**src/hdl/assert_macros.svh**
```systemverilog
// Assertion macros for the sound unit RTL.
// No dependencies.
`ifndef ASSERT_MACROS_SVH
`define ASSERT_MACROS_SVH
`ifndef ASSERT_OFF
`define ASSERT_IMPL(label, clk, rst, prop, msg) \
  label: assert property (@(posedge clk) disable iff (rst) prop) else $error(msg);
`define ASSERT_NR(label, clk, prop, msg) \
  label: assert property (@(posedge clk) prop) else $error(msg);
`else
`define ASSERT_IMPL(label, clk, rst, prop, msg)
`define ASSERT_NR(label, clk, prop, msg)
`endif
`endif

```
**src/hdl/dssu_pkg.sv**
```systemverilog
// Package for the dual square wave sound unit: types, codes and constants.
// No dependencies.
package dssu_pkg;
  localparam logic [1:0] FUNC_TICK  = 2'd0;
  localparam logic [1:0] FUNC_WRITE = 2'd1;
  localparam logic [1:0] FUNC_READ  = 2'd2;
  localparam logic [1:0] FUNC_SPARE = 2'd3;

  localparam logic [3:0] REG_NR10 = 4'd0;
  localparam logic [3:0] REG_NR11 = 4'd1;
  localparam logic [3:0] REG_NR12 = 4'd2;
  localparam logic [3:0] REG_NR13 = 4'd3;
  localparam logic [3:0] REG_NR14 = 4'd4;
  localparam logic [3:0] REG_NR21 = 4'd5;
  localparam logic [3:0] REG_NR22 = 4'd6;
  localparam logic [3:0] REG_NR23 = 4'd7;
  localparam logic [3:0] REG_NR24 = 4'd8;
  localparam logic [3:0] REG_NR50 = 4'd9;
  localparam logic [3:0] REG_NR52 = 4'd10;

  localparam logic [7:0] DUTY_PAT [4] = '{8'h80, 8'h81, 8'hE1, 8'h7E};
  localparam logic [12:0] DAC_STEP = 13'd4369;

  typedef enum logic [1:0] {S_IDLE, S_EXEC, S_MIX, S_OUT} state_t;

  typedef struct packed {
    logic exec;   // perform the item's state update
    logic mix;    // register the gain product
    logic load;   // load the result register
  } cmd_t;

  typedef struct packed {
    logic [1:0] func;
    logic [3:0] reg_index;
    logic [7:0] write_data;
    logic       div_bit;
  } item_t;

  typedef struct packed {
    logic [7:0]        read_data;
    logic              sample_valid;
    logic signed [15:0] sample_left;
    logic signed [15:0] sample_right;
    logic              ch1_active;
    logic              ch2_active;
  } result_t;
endpackage

```
**src/hdl/dssu_if.sv**
```systemverilog
// Valid/ready channel interface carrying a payload of a given type.
// Depends on nothing but the type passed in.
interface dssu_if #(parameter type T = logic) (input logic clk);
  logic valid;
  logic ready;
  T     data;
  modport source (output valid, output data, input ready);
  modport sink (input valid, input data, output ready);
endinterface

```
**src/hdl/dual_square_wave_sound_unit.sv**
```systemverilog
// Top level of the dual square wave sound unit: two square channels, mixer.
// The output step waits while the previous result is still held and not yet taken.
// The controller holds one item at a time: capture, execute, gain multiply,
// output. Reset (rst, synchronous) restores the post-boot register values.
// Depends on dssu_pkg, dssu_if, dssu_ctrl, dssu_dp and assert_macros.svh.
`include "assert_macros.svh"
module dual_square_wave_sound_unit import dssu_pkg::*; #(
  parameter int SAMPLE_INTERVAL = 96
) (
  input  logic        clk,
  input  logic        rst,
  dssu_if.sink        in_ch,
  dssu_if.source      out_ch,
  input  logic        cfg_we,
  input  logic [8:0]  cfg_wdata
);
  cmd_t    cmd;
  result_t result;
  logic    in_ready;
  logic    out_valid;

  assign in_ch.ready = in_ready;

  dssu_ctrl u_ctrl (
    .clk(clk), .rst(rst), .in_valid(in_ch.valid), .in_ready(in_ready),
    .out_busy(out_valid && !out_ch.ready), .cmd(cmd)
  );

  dssu_dp #(.SAMPLE_INTERVAL(SAMPLE_INTERVAL)) u_dp (
    .clk(clk), .rst(rst), .cmd(cmd), .capture(in_ch.valid && in_ready),
    .item_in(in_ch.data), .gain_we(cfg_we), .gain_wdata(cfg_wdata), .result(result)
  );

  always_ff @(posedge clk) begin
    if (rst) out_valid <= 1'b0;
    else if (cmd.load) out_valid <= 1'b1;
    else if (out_ch.ready) out_valid <= 1'b0;
  end

  always_ff @(posedge clk) begin
    if (cmd.load) out_ch.data <= result;
  end

  assign out_ch.valid = out_valid;

  `ASSERT_IMPL(a_load_free, clk, rst, cmd.load |-> (!out_valid || out_ch.ready), "load over held result")
  `ASSERT_IMPL(a_exec_after, clk, rst, (in_ch.valid && in_ready) |=> cmd.exec, "accept not executed")
  `ASSERT_IMPL(a_no_accept_busy, clk, rst, cmd.exec |-> !in_ready, "accept while busy")
endmodule

```
**src/hdl/dssu_ctrl.sv**
```systemverilog
// Controller for the sound unit: sequences one item through execute, mix and output.
// Depends on dssu_pkg.
module dssu_ctrl import dssu_pkg::*; (
  input  logic   clk,
  input  logic   rst,
  input  logic   in_valid,
  output logic   in_ready,
  input  logic   out_busy,
  output cmd_t   cmd
);
  state_t state, state_next;

  always_ff @(posedge clk) begin
    if (rst) state <= S_IDLE;
    else state <= state_next;
  end

  always_comb begin
    state_next = state;
    cmd = '0;
    in_ready = 1'b0;
    unique case (state)
      S_IDLE: begin
        in_ready = 1'b1;
        if (in_valid) state_next = S_EXEC;
      end
      S_EXEC: begin
        cmd.exec = 1'b1;
        state_next = S_MIX;
      end
      S_MIX: begin
        cmd.mix = 1'b1;
        state_next = S_OUT;
      end
      S_OUT: begin
        // The result register must be free before it is loaded.
        if (!out_busy) begin
          cmd.load = 1'b1;
          state_next = S_IDLE;
        end
      end
      default: state_next = S_IDLE;
    endcase
  end
endmodule

```
**src/hdl/dssu_dp.sv**
```systemverilog
// Datapath for the sound unit: registers, channel state, frame sequencer, mixer.
// Depends on dssu_pkg.
module dssu_dp import dssu_pkg::*; #(
  parameter int SAMPLE_INTERVAL = 96
) (
  input  logic       clk,
  input  logic       rst,
  input  cmd_t       cmd,
  input  logic       capture,
  input  item_t      item_in,
  input  logic       gain_we,
  input  logic [8:0] gain_wdata,
  output result_t    result
);
  localparam int TICKS = SAMPLE_INTERVAL / 4;

  item_t       item;
  logic [8:0]  gain;
  logic [6:0]  sweep_setup;
  logic [7:0]  dl [2];
  logic [7:0]  env [2];
  logic [10:0] per [2];
  logic [1:0]  tl [2];
  logic [7:0]  mvol;
  logic [2:0]  pwr;
  logic [11:0] pcnt [2];
  logic [2:0]  dpos [2];
  logic [3:0]  vol [2];
  logic [6:0]  envl [2];
  logic [7:0]  lcnt [2];
  logic [2:0]  swc;
  logic [1:0]  dac;
  logic [2:0]  fstep;
  logic        pdiv;
  logic [9:0]  stc;
  logic [7:0]  rdata;
  logic        sv;
  logic signed [16:0] sum;
  logic signed [26:0] prod;

  // Next values, computed from the captured item.
  logic [6:0]  sweep_setup_next;
  logic [7:0]  dl_next [2];
  logic [7:0]  env_next [2];
  logic [10:0] per_next [2];
  logic [1:0]  tl_next [2];
  logic [7:0]  mvol_next;
  logic [2:0]  pwr_next;
  logic [11:0] pcnt_next [2];
  logic [2:0]  dpos_next [2];
  logic [3:0]  vol_next [2];
  logic [6:0]  envl_next [2];
  logic [7:0]  lcnt_next [2];
  logic [2:0]  swc_next;
  logic [1:0]  dac_next;
  logic [2:0]  fstep_next;
  logic        pdiv_next;
  logic [9:0]  stc_next;
  logic [7:0]  rdata_next;
  logic        sv_next;
  logic signed [16:0] sum_next;

  always_comb begin
    logic [1:0]  on;
    logic [2:0]  pace;
    logic [3:0]  sc;
    logic [11:0] np;
    logic [10:0] dlt;
    logic [2:0]  ecnt;
    logic [3:0]  lvl;
    logic signed [16:0] an;
    logic [15:0] prodl;
    sweep_setup_next = sweep_setup; dl_next = dl; env_next = env; per_next = per;
    tl_next = tl; mvol_next = mvol; pwr_next = pwr; pcnt_next = pcnt;
    dpos_next = dpos; vol_next = vol; envl_next = envl; lcnt_next = lcnt;
    swc_next = swc; dac_next = dac; fstep_next = fstep; pdiv_next = pdiv;
    stc_next = stc; rdata_next = 8'd0; sv_next = 1'b0; sum_next = '0;
    on = pwr[1:0];
    pace = '0; sc = '0; np = '0; dlt = '0; ecnt = '0; lvl = '0; an = '0; prodl = '0;
    priority if (item.func == FUNC_TICK) begin
      if (pwr[2]) begin
        if (pdiv && !item.div_bit) begin
          fstep_next = fstep + 3'd1;
          if (!fstep_next[0]) begin
            for (int c = 0; c < 2; c++) begin
              if (on[c] && tl[c][0]) begin
                lcnt_next[c] = lcnt[c] + 8'd1;
                if (lcnt_next[c] == {2'b00, dl[c][5:0]}) pwr_next[c] = 1'b0;
              end
            end
            if (fstep_next[1:0] == 2'b00) begin
              pace = sweep_setup[6:4];
              if (on[0] && pace != 3'd0) begin
                sc = {1'b0, swc} + 4'd1;
                if (sc >= {1'b0, pace}) begin
                  dlt = per[0] >> sweep_setup[2:0];
                  np = sweep_setup[3] ? {1'b0, per[0]} + {1'b0, dlt}
                                      : {1'b0, per[0]} - {1'b0, dlt};
                  if (np[11]) pwr_next[0] = 1'b0;
                  per_next[0] = np[10:0];
                  sc = 4'd0;
                end
                swc_next = sc[2:0];
              end
              if (fstep_next == 3'd0) begin
                for (int c = 0; c < 2; c++) begin
                  if (on[c] && envl[c][6:4] != 3'd0) begin
                    ecnt = envl[c][2:0] + 3'd1;
                    if (ecnt >= envl[c][6:4]) begin
                      if (envl[c][3]) begin
                        if (vol[c] != 4'hF) vol_next[c] = vol[c] + 4'd1;
                      end else if (vol[c] != 4'h0) vol_next[c] = vol[c] - 4'd1;
                      ecnt = 3'd0;
                    end
                    envl_next[c] = {envl[c][6:3], ecnt};
                  end
                end
              end
            end
          end
        end
        pdiv_next = item.div_bit;
        for (int c = 0; c < 2; c++) begin
          if (on[c]) begin
            pcnt_next[c] = pcnt[c] + 12'd1;
            if (pcnt_next[c][11]) begin
              dpos_next[c] = dpos[c] + 3'd1;
              pcnt_next[c] = {1'b0, per_next[c]};
            end
          end
        end
        stc_next = stc + 10'd1;
        if (stc_next >= 10'(TICKS)) begin
          stc_next = '0;
          sv_next = 1'b1;
          // Levels use the channel state after this tick's updates.
          for (int c = 0; c < 2; c++) begin
            lvl = (pwr_next[c] && DUTY_PAT[dl[c][7:6]][dpos_next[c]]) ? vol_next[c] : 4'd0;
            prodl = {3'b000, DAC_STEP} * {12'd0, lvl};
            an = (17'sd32767 - $signed({1'b0, prodl})) >>> 1;
            if (an < 0 && prodl[0] == 1'b0) an = an + 17'sd1;
            if (dac[c]) sum_next = sum_next + an;
          end
        end
      end
    end else if (item.func == FUNC_WRITE) begin
      unique case (item.reg_index)
        REG_NR10: sweep_setup_next = item.write_data[6:0];
        REG_NR11: dl_next[0] = item.write_data;
        REG_NR21: dl_next[1] = item.write_data;
        REG_NR13: per_next[0] = {per[0][10:8], item.write_data};
        REG_NR23: per_next[1] = {per[1][10:8], item.write_data};
        REG_NR50: mvol_next = item.write_data;
        REG_NR12, REG_NR22: begin
          for (int c = 0; c < 2; c++) begin
            if (item.reg_index == (c == 0 ? REG_NR12 : REG_NR22)) begin
              env_next[c] = item.write_data;
              dac_next[c] = item.write_data[7:3] != 5'd0;
              if (!dac_next[c]) pwr_next[c] = 1'b0;
            end
          end
        end
        REG_NR14, REG_NR24: begin
          for (int c = 0; c < 2; c++) begin
            if (item.reg_index == (c == 0 ? REG_NR14 : REG_NR24)) begin
              tl_next[c] = item.write_data[7:6];
              per_next[c] = {item.write_data[2:0], per[c][7:0]};
              if (item.write_data[7] && dac[c]) begin
                pwr_next[c] = 1'b1;
                lcnt_next[c] = '0;
                pcnt_next[c] = {1'b0, per_next[c]};
                vol_next[c] = env[c][7:4];
                envl_next[c] = {env[c][2:0], env[c][3], 3'd0};
              end
            end
          end
        end
        REG_NR52: begin
          if (item.write_data[7] != pwr[2]) begin
            if (item.write_data[7]) begin
              sweep_setup_next = '0;
              dl_next[0] = 8'hBF; dl_next[1] = 8'h3F;
              env_next[0] = 8'hF3; env_next[1] = 8'h00;
              per_next[0] = 11'd2047; per_next[1] = 11'd2047;
              tl_next[0] = 2'd2; tl_next[1] = 2'd2;
              mvol_next = 8'h77;
              pwr_next = 3'b101;
              pcnt_next[0] = 12'd2047; pcnt_next[1] = 12'd2047;
              dac_next = 2'b01;
            end else pwr_next[2] = 1'b0;
          end
        end
        default: ;
      endcase
    end else if (item.func == FUNC_READ) begin
      unique case (item.reg_index)
        REG_NR10: rdata_next = {1'b1, sweep_setup};
        REG_NR11: rdata_next = dl[0];
        REG_NR12: rdata_next = env[0];
        REG_NR13: rdata_next = per[0][7:0];
        REG_NR14: rdata_next = {tl[0], 3'b111, per[0][10:8]};
        REG_NR21: rdata_next = dl[1];
        REG_NR22: rdata_next = env[1];
        REG_NR23: rdata_next = per[1][7:0];
        REG_NR24: rdata_next = {tl[1], 3'b111, per[1][10:8]};
        REG_NR50: rdata_next = mvol;
        REG_NR52: rdata_next = {pwr[2], 5'b11100, pwr[1:0]};
        default:  rdata_next = 8'hFF;
      endcase
    end else begin
      // The spare function code leaves all state alone.
    end
  end

  always_ff @(posedge clk) begin
    if (capture) item <= item_in;
  end

  always_ff @(posedge clk) begin
    if (rst) begin
      gain <= 9'd256;
      sweep_setup <= '0;
      dl[0] <= 8'hBF; dl[1] <= 8'h3F;
      env[0] <= 8'hF3; env[1] <= 8'h00;
      per[0] <= 11'd2047; per[1] <= 11'd2047;
      tl[0] <= 2'd2; tl[1] <= 2'd2;
      mvol <= 8'h77;
      pwr <= 3'b101;
      pcnt[0] <= 12'd2047; pcnt[1] <= 12'd2047;
      dpos[0] <= '0; dpos[1] <= '0;
      vol[0] <= '0; vol[1] <= '0;
      envl[0] <= '0; envl[1] <= '0;
      lcnt[0] <= '0; lcnt[1] <= '0;
      swc <= '0;
      dac <= 2'b01;
      fstep <= '0;
      pdiv <= 1'b0;
      stc <= '0;
    end else begin
      if (gain_we) gain <= gain_wdata;
      if (cmd.exec) begin
        sweep_setup <= sweep_setup_next; dl <= dl_next; env <= env_next;
        per <= per_next; tl <= tl_next; mvol <= mvol_next; pwr <= pwr_next;
        pcnt <= pcnt_next; dpos <= dpos_next; vol <= vol_next; envl <= envl_next;
        lcnt <= lcnt_next; swc <= swc_next; dac <= dac_next; fstep <= fstep_next;
        pdiv <= pdiv_next; stc <= stc_next;
      end
    end
  end

  always_ff @(posedge clk) begin
    if (cmd.exec) begin
      rdata <= rdata_next;
      sv <= sv_next;
      sum <= sum_next;
    end
    if (cmd.mix) prod <= sum * $signed({1'b0, gain});
  end

  // Gain divide, saturation and master volume scaling.
  always_comb begin
    logic signed [26:0] g;
    logic signed [15:0] gs;
    logic signed [19:0] l;
    logic signed [19:0] r;
    g = prod >>> 8;
    if (prod < 0 && prod[7:0] != 8'd0) g = g + 27'sd1;
    if (g > 27'sd32767) gs = 16'sd32767;
    else if (g < -27'sd32768) gs = -16'sd32768;
    else gs = g[15:0];
    l = gs * $signed({2'b00, 3'd1} + {2'b00, mvol[6:4]});
    r = gs * $signed({2'b00, 3'd1} + {2'b00, mvol[2:0]});
    l = (l < 0 && l[2:0] != 3'd0) ? (l >>> 3) + 20'sd1 : (l >>> 3);
    r = (r < 0 && r[2:0] != 3'd0) ? (r >>> 3) + 20'sd1 : (r >>> 3);
    result.read_data    = rdata;
    result.sample_valid = sv;
    result.sample_left  = sv ? l[15:0] : 16'sd0;
    result.sample_right = sv ? r[15:0] : 16'sd0;
    result.ch1_active   = pwr[0];
    result.ch2_active   = pwr[1];
  end
endmodule

```
**src/flat_wrapper.sv**
```systemverilog
// flat-port wrapper written by rule: the top's interface ports become plain ports
module dual_square_wave_sound_unit_flat import dssu_pkg::*;
#(
  parameter int SAMPLE_INTERVAL = 96
)
  (clk, rst, cfg_we, cfg_wdata, in_ch_valid, in_ch_data, in_ch_ready, out_ch_valid, out_ch_data, out_ch_ready);
  dssu_if #(.T(item_t)) in_ch_i (.clk(clk));
  dssu_if #(.T(result_t)) out_ch_i (.clk(clk));
  input  logic clk;
  input  logic rst;
  input  logic cfg_we;
  input  logic [8:0] cfg_wdata;
  input wire logic [$bits(in_ch_i.valid)-1:0] in_ch_valid;
  input wire logic [$bits(in_ch_i.data)-1:0] in_ch_data;
  output wire logic [$bits(in_ch_i.ready)-1:0] in_ch_ready;
  output wire logic [$bits(out_ch_i.valid)-1:0] out_ch_valid;
  output wire logic [$bits(out_ch_i.data)-1:0] out_ch_data;
  input wire logic [$bits(out_ch_i.ready)-1:0] out_ch_ready;
  assign in_ch_i.valid = in_ch_valid;
  assign in_ch_i.data = in_ch_data;
  assign in_ch_ready = in_ch_i.ready;
  assign out_ch_valid = out_ch_i.valid;
  assign out_ch_data = out_ch_i.data;
  assign out_ch_i.ready = out_ch_ready;
  dual_square_wave_sound_unit #(.SAMPLE_INTERVAL(SAMPLE_INTERVAL)) u_core (.clk(clk), .rst(rst), .in_ch(in_ch_i), .out_ch(out_ch_i), .cfg_we(cfg_we), .cfg_wdata(cfg_wdata));
endmodule
```
**config.mk**
```make
export PLATFORM = sky130hd
export DESIGN_NAME = dual_square_wave_sound_unit_flat
export DESIGN_NICKNAME = d
export VERILOG_FILES = /design/src/hdl/dssu_pkg.sv /design/src/hdl/dssu_if.sv /design/src/hdl/dual_square_wave_sound_unit.sv /design/src/hdl/dssu_ctrl.sv /design/src/hdl/dssu_dp.sv /design/src/flat_wrapper.sv
export VERILOG_INCLUDE_DIRS = /design/src /design/src/hdl
export SDC_FILE = /design/constraint.sdc
export NUM_CORES = 1
export LEC_CHECK = 0
export BUFFER_PORTS_ARGS = -buffer_cell sky130_fd_sc_hd__buf_4
export CORE_UTILIZATION = 35
export DETAILED_ROUTE_END_ITERATION = 7
export PLACE_DENSITY = 0.6
export SYNTH_ARGS = -nofsm -noshare
export SYNTH_HDL_FRONTEND = slang
export SYNTH_SLANG_ARGS = --single-unit
```
**constraint.sdc**
```tcl
create_clock -name clk -period 8.2 [get_ports clk]
set_clock_uncertainty 0.1 [all_clocks]
set_input_delay 0 -clock clk [delete_from_list [all_inputs] [get_ports clk]]
set_output_delay 0 -clock clk [all_outputs]
set_load 0.02 [all_outputs]
```
==> results.toml <==
[setup_path]
critical_path_buf_inv_count = 2
arrival_ps = 7790
cpMaxStageDelayCell = "and2_1"
critPathTopFamily = "simple AND/OR/NAND/NOR gates"
startpoint_type = "flop"
crit_chain = "nor4_2 > a2111oi_4 > a311o_1 > nand3_1 > and2_1 > o21a_1 > nor2_1 > ha_1 > fa_1 > inv_1 > fa_1 > inv_1 > ha_1 > and3_1 > a2111o_1 > a41o_1 > o21ba_1 > o22ai_1 > mux2i_1 > nand2_2 > or3_1 > mux2_1"
r2r_cells = 22
critical_path_class = "flop to flop"
cp_slowest_stage_delay_ps = 660
reg2reg_slack_ps = 620
path_depth = 22
required_ps = 8410
critPathMaxFanout = 26
end_kind = "flop"

[floorplan]
core_um2 = 77800
num_rows = 102
start_util = 0.356
die_area_um2 = 80300
die_h_um = 283
dieWidth_um = 283
pin_count = 74

[timing]
finalHoldViolations = 0
worst_pin_slew_ps = 1120
period_minus_slack_ps = 7580
max_freq_mhz = 132
setup_viol = 0
min_period_over_period = 0.924
drv_slew = 0
rsz0062_at_grt = "false"
timing.slew.headroom = 0.251
finalWorstSetupSlack_ps = 624
finalSetupTns_ps = 0

[finish]
final_util = 0.398
area_delta_synth_final_pct = 11.7
layout-drive-gt1-share = 0.0667
fin_area_um2 = 31000
insertedDiodeCount = 0
fin_cells = 4398
nets = 3749

[place]
numPortBuffers = 73
place_congestion = 0.882
post_dp_cell_area_um2 = 29300
dpl.hpwl_um = 55500
dp_cells = 4288
dpl_worst_slack_ps = 624

[power]
ir_drop_v = 0.000158
p_leak_uw = 0.0135
powerDensity_nw_per_um2 = 311

[cts]
cts_max_level = 2
cts.clk_slew.worst_paths_ps = 70
clk_latency_ps = 580
cts_tree = "done"
cts_resized = 0
cts_root_buf = "clkbuf_16"
cts_made_buffers = 36
clock-sinks = 284
clockBufferDepth = 3

[synth]
ys_seq_area_frac = 0.245
async_flop_share = 0
synthCells = 3292
netlist-cell-type-count = 92
syn_avg_cell_area_um2 = 8.42
netlist_area_um2 = 27700
yosysWarnings = 0
synth_edf_count = 111
ys_ff_latch = 284
ys.flop_type = "dfxtp_1"
syn-num-nets = 3711

[grt]
grt_pass1_wl_um = 122000
antenna_found_initial = 1
overflow = 0
grtUsageTotal = 0.186
grt_pass1_vias = 22600
grt_max_degree = 65

[status]
status = "complete, no violations"

[route]
drc = 0
num_vias = 23300
vias_per_cell = 5.29
drtAntennaViolNets = 0
first_pass_iters = 5
wl_um = 74900
wire_per_inst_um = 17.0
drt_iter0_drc = 1609

[worst_hold_path]
min_path_type = "input port to flop"
min_delay_path_depth = 2

[run]
max_cap_violations = 0
-- registers in the layout, summed over array words and instances, names as in the netlist, 9 cells and up --
| name | cells |
|---|---|
| u_core.u_dp.stc | 10 |
| u_core.u_dp.env | 16 |
| u_core.u_dp.lcnt | 16 |
| u_core.u_dp.gain | 9 |
| u_core.u_dp.dl | 16 |
| u_core.u_dp.prod | 27 |
| u_core.out_ch.data | 43 |
| u_core.u_dp.pcnt | 22 |
| u_core.u_dp.item | 15 |
| u_core.u_dp.per | 22 |
| u_core.u_dp.sum | 17 |
| u_core.u_dp.envl | 14 |
-- cells in the final DEF (no fill, tap or decap), types with 64 or more instances in the layout --
master,synthesis,routed
a21oi_1,204,204
xnor2_1,94,93
fa_1,195,195
ha_1,195,194
o211ai_1,66,66
nand2_1,283,283
edfxtp_1,111,111
nor3_1,65,64
dfxtp_1,173,173
nor2_1,341,340
buf_4,0,105
o21ai_0,127,127
nand3_1,66,66
and2_1,158,158
inv_1,333,333
mux2i_1,70,70
-- layout make-up --
class | instances | area (um^2)
multi-input cells | 2522 | 19100
flip-flops and latches | 284 | 6800
repair buffers | 149 | 1230
clock buffers | 50 | 1040
well taps | 1040 | 1300
clock inverters | 16 | 205
inverters | 337 | 1260
fillers | 7928 | 46900
-- worst register-to-register path: stages (launching register included) --
cell	delay, ps
edfxtp_1	370
nor4_2	500
a2111oi_4	210
a311o_1	360
nand3_1	130
and2_1	660
o21a_1	290
nor2_1	60
ha_1	320
fa_1	540
inv_1	60
fa_1	530
inv_1	40
ha_1	390
and3_1	220
a2111o_1	450
a41o_1	230
o21ba_1	190
o22ai_1	230
mux2i_1	560
nand2_2	200
or3_1	400
mux2_1	310
-- synth_stat cells, drive strengths merged (10+ instances only) --
master | number | area [um^2]
a211oi | 25 | 188
o31ai | 12 | 90.1
and3 | 40 | 250
xnor2 | 94 | 823
o21ai | 141 | 706
o211ai | 66 | 495
mux2i | 70 | 701
buf | 17 | 70.1
nand4 | 32 | 206
nor2 | 341 | 1280
inv | 336 | 1260
nand2 | 284 | 1070
nand3 | 67 | 340
or2 | 19 | 119
o22a | 10 | 87.6
nor2b | 37 | 231
clkbuf | 132 | 495
and2 | 159 | 995
dfxtp | 173 | 3460
o22ai | 13 | 81.3
nand3b | 16 | 120
nand2b | 62 | 388
o21a | 32 | 240
a21oi | 204 | 1020
nor3b | 17 | 128
or3 | 12 | 80.1
a21o | 32 | 240
fa | 195 | 3900
or4 | 10 | 75.1
nor3 | 65 | 325
ha | 195 | 2440
o311ai | 15 | 131
a31oi | 27 | 169
xor2 | 63 | 552
o21bai | 10 | 75.1
a31o | 10 | 87.6
edfxtp | 111 | 3330
-- path summary, 6_finish.rpt --
kind | startpoint | to
setup / recovery | u_core.u_dp.prod[5] | u_core.out_ch.data[22]
hold reg to reg | u_core.u_dp.rdata[6] | u_core.out_ch.data[41]
hold / removal | in_ch_data[2] | u_core.u_dp.item[2]
setup reg to reg | u_core.u_dp.prod[5] | u_core.out_ch.data[22]
-- routing by layer --
layer / part of all wire / track usage
met1: 0.46 / 0.252
met2: 0.47 / 0.313
met3: 0.053 / 0.0258
met4: 0.020 / 0.0434
met5: 0 / 0
-- what timing repair did --
action,CTS,global route
hold endpoints to repair,73,0
endpoints found under the setup margin,0,0
hold buffers,44,0
setup buffers,0,0
-- power by group --
part | internal, uW | switching [uW]
logic | 2280 | 3560
clock network | 1000 | 697
registers | 1820 | 276
total | 5110 | 4530
-- logic make-up after synthesis --
logic type               Yosys count  share of synthesized area
flip-flops                       284                      0.245
XOR/XNOR                         157                     0.0496
multiplexers                      82                     0.0318
buffers and inverters            486                     0.0661
AND/OR/NAND/NOR                 1198                      0.214
adder cells (fa/ha/maj)          390                      0.229
AO/OA/AOI/OAI                    695                      0.164
-- through the flow --
stage	hold WS, ps	total power, uW
after floorplan	-1.13	6520
after global routing	26.2	10600
after global placement	77.9	7910
after detailed placement	79.3	7960
final	38.8	9640
after CTS	10.2	9730
Power figures use the tool's default switching activity.
